==> src/hw/rtl/square_wave_sound_generator_core_macros.svh <==
// assertion macros for the square wave sound generator core
// used by modules that assert; expects clk and rst_n in scope
`ifndef SQUARE_WAVE_SOUND_GENERATOR_CORE_MACROS_SVH
`define SQUARE_WAVE_SOUND_GENERATOR_CORE_MACROS_SVH

// same-cycle implication
`define SQW_ASSERT_IMP(lbl, ante, cons, msg) \
  lbl: assert property (@(posedge clk) disable iff (!rst_n) (ante) |-> (cons)) else $error(msg);

// next-cycle implication
`define SQW_ASSERT_NXT(lbl, ante, cons, msg) \
  lbl: assert property (@(posedge clk) disable iff (!rst_n) (ante) |=> (cons)) else $error(msg);

`endif

==> src/hw/rtl/sqw_pkg.sv <==
// types, constants and helpers for the square wave sound generator
// no dependencies
package sqw_pkg;

  typedef enum logic [1:0] {
    ACT_WRITE = 2'd0,
    ACT_READ  = 2'd1,
    ACT_TICK  = 2'd2
  } act_t;

  typedef enum logic [3:0] {
    S_IDLE,
    S_CMD,
    S_RFRD,
    S_VRD,
    S_DIV,
    S_TRD,
    S_TWR,
    S_NOISE,
    S_DONE
  } state_t;

  // one voice entry of the voice memory
  typedef struct packed {
    logic [10:0] pitch;
    logic [12:0] step;
    logic [14:0] phase;
    logic        level;
    logic [7:0]  vol;
  } voice_t;

  // request to the step divider
  typedef struct packed {
    logic        start;
    logic [20:0] num;
    logic [8:0]  den;
  } div_req_t;

  localparam logic [15:0] PHASE_MOD  = 16'd22050;
  localparam logic [6:0]  MIX_SCALE  = 7'd90;
  localparam logic [20:0] TONE_BASE  = 21'd15625;
  localparam logic [8:0]  NOTE_BASE  = 9'd511;
  localparam logic [15:0] RATE_FAST  = 16'd31250;
  localparam logic [15:0] RATE_MID   = 16'd15625;
  localparam logic [15:0] RATE_SLOW  = 16'd7812;
  localparam logic [4:0]  REG_TONE_EN  = 5'h14;
  localparam logic [4:0]  REG_NOISE_EN = 5'h15;
  localparam logic [4:0]  REG_NOISE_MD = 5'h16;
  localparam logic [4:0]  REG_GLOBAL   = 5'h1C;
  localparam logic [4:0]  REG_VOL_LAST = 5'h05;
  localparam logic [4:0]  REG_NOTE_LO  = 5'h08;
  localparam logic [4:0]  REG_NOTE_HI  = 5'h0D;
  localparam logic [4:0]  REG_OCT_LO   = 5'h10;
  localparam logic [4:0]  REG_OCT_HI   = 5'h12;

  // one noise shift: feed a one when bits 14 and 6 agree after the shift
  function automatic logic [15:0] lfsr_step(input logic [15:0] s);
    logic [15:0] n;
    n = {s[14:0], 1'b0};
    if (n[14] == n[6]) n[0] = 1'b1;
    return n;
  endfunction

endpackage

==> src/hw/rtl/sqw_div.sv <==
// restoring divider for the tone step, one quotient bit per cycle
// depends on sqw_pkg
module sqw_div import sqw_pkg::*; (
  input  logic        clk,
  input  logic        rst_n,
  input  div_req_t    req,
  output logic        busy,
  output logic        done,
  output logic [12:0] quo
);

  logic [20:0] q_r, q_nxt;
  logic [8:0]  rem_r, rem_nxt;
  logic [8:0]  den_r, den_nxt;
  logic [4:0]  cnt_r, cnt_nxt;
  logic        busy_r, busy_nxt;
  logic        done_r, done_nxt;
  logic [9:0]  trial;

  // one shift and subtract step
  always_comb begin
    q_nxt    = q_r;
    rem_nxt  = rem_r;
    den_nxt  = den_r;
    cnt_nxt  = cnt_r;
    busy_nxt = busy_r;
    done_nxt = 1'b0;
    trial    = {rem_r, q_r[20]};
    if (req.start && !busy_r) begin
      q_nxt    = req.num;
      rem_nxt  = '0;
      den_nxt  = req.den;
      cnt_nxt  = 5'd20;
      busy_nxt = 1'b1;
    end else if (busy_r) begin
      if (trial >= {1'b0, den_r}) begin
        rem_nxt = 9'(trial - {1'b0, den_r});
        q_nxt   = {q_r[19:0], 1'b1};
      end else begin
        rem_nxt = trial[8:0];
        q_nxt   = {q_r[19:0], 1'b0};
      end
      if (cnt_r == 5'd0) begin
        busy_nxt = 1'b0;
        done_nxt = 1'b1;
      end else begin
        cnt_nxt = cnt_r - 5'd1;
      end
    end
  end

  always_ff @(posedge clk) begin
    q_r   <= q_nxt;
    rem_r <= rem_nxt;
    den_r <= den_nxt;
    cnt_r <= cnt_nxt;
    if (!rst_n) begin
      busy_r <= 1'b0;
      done_r <= 1'b0;
    end else begin
      busy_r <= busy_nxt;
      done_r <= done_nxt;
    end
  end

  assign busy = busy_r;
  assign done = done_r;
  assign quo  = q_r[12:0];

endmodule

==> src/hw/rtl/square_wave_sound_generator_core.sv <==
// square wave sound generator: index/data bus port and sample mixer
// pitch writes wait on the bit-serial divider (an octave pair runs it for both voices);
// ticks read each voice and update its phase when its tone is enabled, then advance each
// noise generator; one item in flight at a time
// synchronous active-low reset clears control and marks both memories empty (reads as zero)
`include "square_wave_sound_generator_core_macros.svh"
module square_wave_sound_generator_core import sqw_pkg::*; #(
  parameter int CHIP_COUNT = 2
) (
  input  logic        clk,
  input  logic        rst_n,
  input  logic        in_valid,
  output logic        in_stall,
  input  logic [1:0]  in_action,
  input  logic [1:0]  in_port_addr,
  input  logic [7:0]  in_write_data,
  output logic        out_valid,
  input  logic        out_stall,
  output logic [7:0]  out_read_data,
  output logic [13:0] out_left_sample,
  output logic [13:0] out_right_sample
);

  localparam int VOICES = 6 * CHIP_COUNT;
  localparam int NGEN   = 2 * CHIP_COUNT;
  localparam int RFD    = 32 * CHIP_COUNT;
  localparam int VW     = $clog2(VOICES);
  localparam int NW     = $clog2(NGEN);
  localparam int RW     = $clog2(RFD);
  localparam int CW     = (CHIP_COUNT > 1) ? $clog2(CHIP_COUNT) : 1;

  state_t state_r, state_nxt;
  act_t   act_r, act_nxt;
  logic [1:0] port_r, port_nxt;
  logic [7:0] data_r, data_nxt;
  logic [4:0] idx_latch_r [CHIP_COUNT];
  logic [4:0] idx_latch_nxt [CHIP_COUNT];
  logic [5:0] tone_en_r [CHIP_COUNT];
  logic [5:0] tone_en_nxt [CHIP_COUNT];
  logic [5:0] noise_en_r [CHIP_COUNT];
  logic [5:0] noise_en_nxt [CHIP_COUNT];
  logic       glob_r [CHIP_COUNT];
  logic       glob_nxt [CHIP_COUNT];
  logic [1:0]  nmode_r [NGEN];
  logic [1:0]  nmode_nxt [NGEN];
  logic [15:0] nshift_r [NGEN];
  logic [15:0] nshift_nxt [NGEN];
  logic [14:0] nphase_r [NGEN];
  logic [14:0] nphase_nxt [NGEN];
  logic [12:0] nstep_r [NGEN];
  logic [12:0] nstep_nxt [NGEN];
  logic [VW-1:0] v_r, v_nxt;
  logic [VW-1:0] vaddr_r, vaddr_nxt;
  logic [CW-1:0] chip_r, chip_nxt;
  logic [2:0]    bit_r, bit_nxt;
  logic [NW-1:0] n_r, n_nxt;
  logic [13:0]   lsum_r, lsum_nxt;
  logic [13:0]   rsum_r, rsum_nxt;
  logic [7:0]    rdat_r, rdat_nxt;
  logic          pair_r, pair_nxt;
  voice_t        vent_r, vent_nxt;
  logic          out_valid_r, out_valid_nxt;
  logic [7:0]    out_rd_r, out_rd_nxt;
  logic [13:0]   out_l_r, out_l_nxt;
  logic [13:0]   out_r_r, out_r_nxt;

  // register file memory with per-entry valid bits
  logic [7:0]    regf_mem [RFD];
  logic          regf_vld [RFD];
  logic          rf_we;
  logic [RW-1:0] rf_waddr, rf_raddr;
  logic [7:0]    rf_q_r;
  logic          rf_qv_r;

  // voice state memory with per-entry valid bits
  voice_t        voice_mem [VOICES];
  logic          voice_vld [VOICES];
  logic          vm_we;
  logic [VW-1:0] vm_waddr, vm_raddr;
  voice_t        vm_wdata;
  voice_t        vm_q_r;
  logic          vm_qv_r;

  div_req_t    div_req;
  logic        div_busy, div_done;
  logic [12:0] div_quo;

  sqw_div u_div (
    .clk   (clk),
    .rst_n (rst_n),
    .req   (div_req),
    .busy  (div_busy),
    .done  (div_done),
    .quo   (div_quo)
  );

  logic          present;
  logic [CW-1:0] ci;
  logic [4:0]    cidx;
  voice_t        e;
  logic [15:0]   tph;
  logic [15:0]   rate;
  logic [15:0]   nph;
  logic [15:0]   nsh;
  logic [NW-1:0] gen;
  logic [NW-1:0] nidx;
  logic [15:0]   nshift_rd;
  logic          ena, nena;
  logic [13:0]   lmix, rmix;

  assign present   = int'(port_r[1]) < CHIP_COUNT;
  assign ci        = CW'(port_r[1]);
  assign cidx      = idx_latch_r[ci];
  assign rf_waddr  = RW'(int'(port_r[1]) * 32 + int'(cidx));
  assign rf_raddr  = rf_waddr;
  assign gen       = NW'(int'(chip_r) * 2 + int'(bit_r >= 3'd3));
  assign nidx      = (state_r == S_NOISE) ? n_r : gen;
  assign nshift_rd = nshift_r[nidx];
  assign lmix      = 14'({10'd0, e.vol[3:0]} * 14'(MIX_SCALE));
  assign rmix      = 14'({10'd0, e.vol[7:4]} * 14'(MIX_SCALE));
  assign e         = vm_qv_r ? vm_q_r : '0;
  assign in_stall  = (state_r != S_IDLE);

  // sequencer: next state, memory strobes and state updates
  always_comb begin
    state_nxt     = state_r;
    act_nxt       = act_r;
    port_nxt      = port_r;
    data_nxt      = data_r;
    idx_latch_nxt = idx_latch_r;
    tone_en_nxt   = tone_en_r;
    noise_en_nxt  = noise_en_r;
    glob_nxt      = glob_r;
    nmode_nxt     = nmode_r;
    nshift_nxt    = nshift_r;
    nphase_nxt    = nphase_r;
    nstep_nxt     = nstep_r;
    v_nxt         = v_r;
    vaddr_nxt     = vaddr_r;
    chip_nxt      = chip_r;
    bit_nxt       = bit_r;
    n_nxt         = n_r;
    lsum_nxt      = lsum_r;
    rsum_nxt      = rsum_r;
    rdat_nxt      = rdat_r;
    pair_nxt      = pair_r;
    vent_nxt      = vent_r;
    out_valid_nxt = out_valid_r && out_stall;
    out_rd_nxt    = out_rd_r;
    out_l_nxt     = out_l_r;
    out_r_nxt     = out_r_r;
    rf_we         = 1'b0;
    vm_we         = 1'b0;
    vm_waddr      = vaddr_r;
    vm_wdata      = vent_r;
    vm_raddr      = v_r;
    div_req       = '0;
    tph           = '0;
    rate          = '0;
    nph           = '0;
    nsh           = '0;
    ena           = 1'b0;
    nena          = 1'b0;

    case (state_r)
      // take one beat
      S_IDLE: begin
        if (in_valid) begin
          act_nxt   = act_t'(in_action);
          port_nxt  = in_port_addr;
          data_nxt  = in_write_data;
          rdat_nxt  = '0;
          lsum_nxt  = '0;
          rsum_nxt  = '0;
          pair_nxt  = 1'b0;
          state_nxt = S_CMD;
        end
      end

      // decode the beat
      S_CMD: begin
        state_nxt = S_DONE;
        case (act_r)
          ACT_WRITE: begin
            if (present && port_r[0]) begin
              idx_latch_nxt[ci] = data_r[4:0];
            end else if (present) begin
              rf_we = 1'b1;
              if (cidx == REG_TONE_EN) tone_en_nxt[ci] = data_r[5:0];
              if (cidx == REG_NOISE_EN) noise_en_nxt[ci] = data_r[5:0];
              if (cidx == REG_GLOBAL) glob_nxt[ci] = data_r[0];
              if (cidx == REG_NOISE_MD) begin
                nmode_nxt[NW'(int'(ci) * 2)]     = data_r[1:0];
                nmode_nxt[NW'(int'(ci) * 2 + 1)] = data_r[5:4];
              end
              if (cidx <= REG_VOL_LAST ||
                  (cidx >= REG_NOTE_LO && cidx <= REG_NOTE_HI)) begin
                vaddr_nxt = VW'(int'(cidx[2:0]) + int'(ci) * 6);
                state_nxt = S_VRD;
              end else if (cidx >= REG_OCT_LO && cidx <= REG_OCT_HI) begin
                vaddr_nxt = VW'(int'(cidx[1:0]) * 2 + int'(ci) * 6);
                pair_nxt  = 1'b1;
                state_nxt = S_VRD;
              end
              vm_raddr = vaddr_nxt;
            end
          end
          ACT_READ: begin
            if (present && port_r[0]) begin
              rdat_nxt = {3'd0, cidx};
            end else if (present) begin
              state_nxt = S_RFRD;
            end
          end
          ACT_TICK: begin
            v_nxt     = '0;
            chip_nxt  = '0;
            bit_nxt   = '0;
            state_nxt = S_TRD;
          end
          default: state_nxt = S_DONE;
        endcase
      end

      // register file read data
      S_RFRD: begin
        rdat_nxt  = rf_qv_r ? rf_q_r : '0;
        state_nxt = S_DONE;
      end

      // voice entry arrived for a bus write
      S_VRD: begin
        vent_nxt = e;
        if (cidx <= REG_VOL_LAST) begin
          vent_nxt.vol = data_r;
          vm_we        = 1'b1;
          vm_wdata     = vent_nxt;
          state_nxt    = S_DONE;
        end else begin
          if (cidx <= REG_NOTE_HI) vent_nxt.pitch[7:0] = data_r;
          else if (pair_r) vent_nxt.pitch[10:8] = data_r[2:0];
          else vent_nxt.pitch[10:8] = data_r[6:4];
          div_req.start = 1'b1;
          div_req.num   = TONE_BASE << vent_nxt.pitch[10:8];
          div_req.den   = NOTE_BASE - {1'b0, vent_nxt.pitch[7:0]};
          state_nxt     = S_DIV;
        end
      end

      // wait for the step, then write back; second voice of an octave pair
      S_DIV: begin
        if (div_done) begin
          vm_we         = 1'b1;
          vm_wdata      = vent_r;
          vm_wdata.step = div_quo;
          if (pair_r) begin
            pair_nxt  = 1'b0;
            vaddr_nxt = vaddr_r + VW'(1);
            vm_raddr  = vaddr_nxt;
            state_nxt = S_VRD;
          end else begin
            state_nxt = S_DONE;
          end
        end
      end

      // tick: read voice
      S_TRD: begin
        vm_raddr  = v_r;
        state_nxt = S_TWR;
      end

      // tick: mix and advance one voice
      S_TWR: begin
        ena  = glob_r[chip_r] && tone_en_r[chip_r][bit_r];
        nena = glob_r[chip_r] && noise_en_r[chip_r][bit_r];
        vent_nxt = e;
        if (ena) begin
          if (e.level) begin
            lsum_nxt = lsum_r + lmix;
            rsum_nxt = rsum_r + rmix;
          end
          tph = {1'b0, e.phase} + {3'd0, e.step};
          if (tph >= PHASE_MOD) begin
            tph            = tph - PHASE_MOD;
            vent_nxt.level = !e.level;
          end
          vent_nxt.phase = tph[14:0];
          vm_we    = 1'b1;
          vm_waddr = v_r;
          vm_wdata = vent_nxt;
        end else if (nena && nshift_rd[0]) begin
          lsum_nxt = lsum_r + lmix;
          rsum_nxt = rsum_r + rmix;
        end
        if (bit_r == 3'd0 || bit_r == 3'd3) nstep_nxt[gen] = e.step;
        if (int'(v_r) == VOICES - 1) begin
          n_nxt     = '0;
          state_nxt = S_NOISE;
        end else begin
          v_nxt = v_r + VW'(1);
          if (bit_r == 3'd5) begin
            bit_nxt  = '0;
            chip_nxt = chip_r + CW'(1);
          end else begin
            bit_nxt = bit_r + 3'd1;
          end
          state_nxt = S_TRD;
        end
      end

      // tick: advance one noise generator, at most two shifts
      S_NOISE: begin
        case (nmode_r[n_r])
          2'd0:    rate = RATE_FAST;
          2'd1:    rate = RATE_MID;
          2'd2:    rate = RATE_SLOW;
          default: rate = {3'd0, nstep_r[n_r]};
        endcase
        nph = {1'b0, nphase_r[n_r]} + rate;
        nsh = nshift_rd;
        if (nph >= PHASE_MOD) begin
          nph = nph - PHASE_MOD;
          nsh = lfsr_step(nsh);
        end
        if (nph >= PHASE_MOD) begin
          nph = nph - PHASE_MOD;
          nsh = lfsr_step(nsh);
        end
        nshift_nxt[n_r] = nsh;
        nphase_nxt[n_r] = nph[14:0];
        if (int'(n_r) == NGEN - 1) state_nxt = S_DONE;
        else n_nxt = n_r + NW'(1);
      end

      // hand the result to the output register
      S_DONE: begin
        if (!out_valid_r || !out_stall) begin
          out_valid_nxt = 1'b1;
          out_rd_nxt    = rdat_r;
          out_l_nxt     = lsum_r;
          out_r_nxt     = rsum_r;
          state_nxt     = S_IDLE;
        end
      end

      default: state_nxt = S_IDLE;
    endcase
  end

  // control and state registers
  always_ff @(posedge clk) begin
    act_r    <= act_nxt;
    port_r   <= port_nxt;
    data_r   <= data_nxt;
    nstep_r  <= nstep_nxt;
    v_r      <= v_nxt;
    vaddr_r  <= vaddr_nxt;
    chip_r   <= chip_nxt;
    bit_r    <= bit_nxt;
    n_r      <= n_nxt;
    lsum_r   <= lsum_nxt;
    rsum_r   <= rsum_nxt;
    rdat_r   <= rdat_nxt;
    pair_r   <= pair_nxt;
    vent_r   <= vent_nxt;
    out_rd_r <= out_rd_nxt;
    out_l_r  <= out_l_nxt;
    out_r_r  <= out_r_nxt;
    if (!rst_n) begin
      state_r     <= S_IDLE;
      out_valid_r <= 1'b0;
      for (int i = 0; i < CHIP_COUNT; i++) begin
        idx_latch_r[i] <= '0;
        tone_en_r[i]   <= '0;
        noise_en_r[i]  <= '0;
        glob_r[i]      <= 1'b0;
      end
      for (int i = 0; i < NGEN; i++) begin
        nmode_r[i]  <= '0;
        nshift_r[i] <= '0;
        nphase_r[i] <= '0;
      end
    end else begin
      state_r     <= state_nxt;
      out_valid_r <= out_valid_nxt;
      idx_latch_r <= idx_latch_nxt;
      tone_en_r   <= tone_en_nxt;
      noise_en_r  <= noise_en_nxt;
      glob_r      <= glob_nxt;
      nmode_r     <= nmode_nxt;
      nshift_r    <= nshift_nxt;
      nphase_r    <= nphase_nxt;
    end
  end

  // register file: one write, one registered read
  always_ff @(posedge clk) begin
    if (rf_we) regf_mem[rf_waddr] <= data_r;
    rf_q_r  <= regf_mem[rf_raddr];
    rf_qv_r <= regf_vld[rf_raddr];
  end

  always_ff @(posedge clk) begin
    if (!rst_n) begin
      for (int i = 0; i < RFD; i++) regf_vld[i] <= 1'b0;
    end else if (rf_we) begin
      regf_vld[rf_waddr] <= 1'b1;
    end
  end

  // voice memory: one write, one registered read; reading the entry being written gives its old value
  always_ff @(posedge clk) begin
    if (vm_we) voice_mem[vm_waddr] <= vm_wdata;
    vm_q_r  <= voice_mem[vm_raddr];
    vm_qv_r <= voice_vld[vm_raddr];
  end

  always_ff @(posedge clk) begin
    if (!rst_n) begin
      for (int i = 0; i < VOICES; i++) voice_vld[i] <= 1'b0;
    end else if (vm_we) begin
      voice_vld[vm_waddr] <= 1'b1;
    end
  end

  assign out_valid        = out_valid_r;
  assign out_read_data    = out_rd_r;
  assign out_left_sample  = out_l_r;
  assign out_right_sample = out_r_r;

  // checks
  `SQW_ASSERT_NXT(a_accept_cmd, in_valid && !in_stall, state_r == S_CMD,
    "accepted beat not decoded")
  `SQW_ASSERT_IMP(a_div_free, div_req.start, !div_busy, "divider started while busy")
  `SQW_ASSERT_IMP(a_tick_no_rdat,
    out_valid && (out_left_sample != 14'd0 || out_right_sample != 14'd0),
    out_read_data == 8'd0, "tick beat carries read data")
  `SQW_ASSERT_NXT(a_out_load, state_r == S_DONE && (!out_valid_r || !out_stall),
    out_valid_r && state_r == S_IDLE, "result not loaded")

endmodule

==> config.mk <==
export PLATFORM = sky130hd
export DESIGN_NAME = square_wave_sound_generator_core
export DESIGN_NICKNAME = d
export VERILOG_FILES = /design/src/hw/rtl/sqw_pkg.sv /design/src/hw/rtl/sqw_div.sv /design/src/hw/rtl/square_wave_sound_generator_core.sv
export VERILOG_INCLUDE_DIRS = /design/src /design/src/hw/rtl
export SDC_FILE = /design/constraint.sdc
export NUM_CORES = 2
export LEC_CHECK = 0
export ABC_AREA = 1
export ABC_CLOCK_PERIOD_IN_PS = 9100
export BUFFER_PORTS_ARGS = -buffer_cell sky130_fd_sc_hd__buf_4
export CAP_MARGIN = 20
export CELL_PAD_IN_SITES_DETAIL_PLACEMENT = 1
export CELL_PAD_IN_SITES_GLOBAL_PLACEMENT = 2
export CORE_MARGIN = 2
export CORE_UTILIZATION = 44
export DETAILED_ROUTE_END_ITERATION = 10
export HOLD_SLACK_MARGIN = 0.02
export PLACE_DENSITY_LB_ADDON = 0.1
export SLEW_MARGIN = 25
export SYNTH_ARGS = -nofsm -noshare
export SYNTH_HDL_FRONTEND = slang
export SYNTH_SLANG_ARGS = --single-unit
==> constraint.sdc <==
create_clock -name clk -period 9.1 [get_ports clk]
set_input_delay 0.455 -clock clk [delete_from_list [all_inputs] [get_ports clk]]
set_output_delay 0.455 -clock clk [all_outputs]
set_load 0.01 [all_outputs]
==> impl_metrics.json <==
{
  "antenna_found_initial": 3,
  "finalWirelength_mm": 210.7,
  "post_cts_resized": 0,
  "n_fill_cell": 16555,
  "cts_tree": "built",
  "worstMarginPinSlew_ns": 1.085,
  "ctsHtreeMaxLevel": 4,
  "arrival_ns": 7.82,
  "dominantRegCellSynth": "edfxtp_1",
  "reg2reg_depth": 35,
  "synthCells": 6239,
  "fin_crit_ns": 7.127,
  "clock_skew_ns": 0.05964,
  "maxSlewHeadroom": 0.2768,
  "ys_seq_elements": 1628,
  "die_h_um": 402.7,
  "rows": 146,
  "max_stage_delay_ns": 0.54,
  "rsz0062_at_grt": "false",
  "overflow": 0,
  "drive_gt1_frac": 0.1028,
  "worstSetupStartpoint": "n_r[0]$_SDFFCE_PN0P_",
  "grtUsageTotal": 0.2569,
  "setup_viol": 0,
  "layout_common_cells": "1313 x edfxtp_1, 902 x nand2_1, 519 x o21ai_0",
  "areaGrowthSynthToFinish_pct": 12.73,
  "final_common_cell": "edfxtp_1",
  "numPortBuffers": 51,
  "async_reset_ff_frac": 0,
  "final_core_util": 0.4985,
  "cts_buffers": 175,
  "synth_area_um2": 69950,
  "io_pins": 54,
  "firstDrtPassIters": 5,
  "hold_slack_ns": 0.3453,
  "gp_congestion": 0.8359,
  "fin_nets": 6406,
  "synth_edf_count": 1313,
  "cp-end-kind": "flip-flop",
  "holdCritStartpoint": "in_valid",
  "yosysWarnings": 0,
  "powerDensity_nw_per_um2": 252.5,
  "seqPwrFrac": 0.439,
  "clock_sinks": 1628,
  "post-route-drc-count": 0,
  "required_ns": 9.79,
  "drt-initial-drc-count": 3931,
  "whs_path_depth": 4,
  "grt_start_max_net_pins": 147,
  "fin_tns_setup_ns": 0,
  "grt_pass1_vias": 49900,
  "grt_pass1_wl_mm": 317.3,
  "hold_path.class": "in -> reg",
  "n_antenna_cell": 0,
  "die_w_um": 402.7,
  "cts_root_buf": "clkbuf_16",
  "cts_hold_buf": 14,
  "wl_per_cell_um": 24.81,
  "crit_type": "reg -> reg",
  "finalHoldViolations": 0,
  "cp_max_fo": 33,
  "route.vias.total": 48459,
  "p_int_uw": 13760,
  "critPathLaunchType": "flip-flop",
  "die_area_um2": 162200,
  "coreArea_um2": 158200,
  "switching_share": 0.3089,
  "viasPerCell": 5.706,
  "ys_seq_area_frac": 0.6538,
  "maxCapViolations": 0,
  "clkLatencyLatePin_ns": 0.83,
  "cts_setup_buffers": 0,
  "switchingPower_uw": 6151,
  "hpwlAfterDp_mm": 127.8,
  "status": "completed",
  "clk_pin_slew_ns": 0.06,
  "slew_viol_final": 0,
  "path_common_cell": "nand2_1",
  "clkPwrFrac": 0.360,
  "r2r-start": "n_r[0]$_SDFFCE_PN0P_",
  "synthDistinctLibCells": 65,
  "critPathSlowestCell": "ha_1",
  "fin_crit_sh": 0.7832,
  "clockBufferDepth": 3,
  "p_comb_frac": 0.201,
  "max_freq_ghz": 0.1403,
  "ant_nets": 0,
  "start_util": 0.4422,
  "p_leak_uw": 0.02879,
  "vdd_drop_max_v": 0.0002268,
  "avgSynthCellArea_um2": 11.21
}
-- cell families (layout without fill, tap and decap cells) --
group,after synthesis,after routing,synth area share
AND/OR/NAND/NOR,1875,1875,0.1164
AO/OA/AOI/OAI,1622,1622,0.1424
adder cells (fa/ha/maj),124,124,0.02315
XOR/XNOR,52,52,0.006511
other,1,2,0.00005361
multiplexers,65,65,0.009301
flip-flops,1628,1628,0.6538
buffers and inverters,872,1052,0.04831
-- registers in the layout, summed over array words and instances, names as in the netlist, 5 cells and up --
signal,cells
noise_en_r,12
u_div.cnt_r,5
out_left_sample,13
idx_latch_r,10
nstep_r,52
out_read_data,8
rdat_r,8
rsum_r,13
rf_q_r,8
nshift_r,56
tone_en_r,12
out_right_sample,13
vent_r,48
u_div.q_r,21
voice_mem,576
lsum_r,13
u_div.den_r,9
nphase_r,60
voice_vld,16
u_div.rem_r,9
vm_q_r,48
data_r,8
regf_mem,512
regf_vld,64
-- area by class of cell --
cell class / instances / area (um^2) / area share
Sequential cell: 1628 / 45740 / 0.5800
Multi-Input combinational cell: 3740 / 21140 / 0.2681
Clock buffer: 252 / 4893 / 0.06206
Tap cell: 2072 / 2592 / 0.03288
Inverter: 548 / 2072 / 0.02628
Timing Repair Buffer: 173 / 1436 / 0.01822
Clock inverter: 79 / 982.2 / 0.01246
-- per-stage QoR --
step | setup slack (ns) | total power [uW] | instance area (um^2) | cells
after floorplan | 2.306 | 11390 | 69950 | 6240
after global placement | 2.276 | 12780 | 72690 | 8145
after detailed placement | 1.910 | 12880 | 72760 | 8146
after CTS | 1.919 | 20060 | 78780 | 8491
after global routing | 1.069 | 20770 | 78850 | 8492
final | 1.973 | 19910 | 78850 | 8492
-- power by group through the flow --
stage          registers (uW)  clock network, uW  logic, uW
6_report                 8740               7170       4000
5_1_grt                  8760               7560       4450
4_1_cts                  8740               7300       4020
3_5_place_dp             8890                  0       3990
3_3_place_gp             8890                  0       3890
2_1_floorplan            8870                  0       2520
-- metal layers --
metal | up-vias | GRT usage | wire length, um
met5 | - | 0 | 0
met4 | 0 | 0.06466 | 4986
met3 | 272 | 0.03382 | 9640
met2 | 1116 | 0.4368 | 102300
met1 | 24691 | 0.3484 | 93840
li1 | 22380 | - | -
-- final timing paths --
kind	end	slack (ns)
worst min-delay path	port_r[1]$_DFFE_PP_	0.35
worst min register to register	out_read_data[1]$_DFFE_PP_	0.42
worst max register to register	nphase_r[4]$_SDFFE_PN0P_	1.97
worst max-delay path	nphase_r[4]$_SDFFE_PN0P_	1.97
-- cell usage after synthesis (39+ instances only) --
master	number	share of area
a21oi_1	384	0.027
nand2_1	903	0.048
o21a_1	119	0.013
nor2_1	413	0.022
or2_2	102	0.0091
clkbuf_1	255	0.014
nand3_1	299	0.021
edfxtp_1	1313	0.56
ha_1	115	0.021
o21bai_1	39	0.0042
mux2i_1	65	0.0093
dfxtp_1	315	0.090
a22oi_1	197	0.021
inv_1	518	0.028
o21ai_0	519	0.037
nand4_1	49	0.0044
o211ai_1	124	0.013
o22ai_1	40	0.0036
-- worst max-delay path: cells and delay by family (launching register included) --
| kind | cells | cell delay (ns) |
|---|---|---|
| buffers and inverters | 6 | 1.19 |
| flip-flops | 1 | 0.43 |
| AO/OA/AOI/OAI | 1 | 0.22 |
| AND/OR/NAND/NOR | 25 | 3.80 |
| adder cells (fa/ha/maj) | 3 | 1.30 |
No activity file was read; power rests on OpenSTA's default activity.
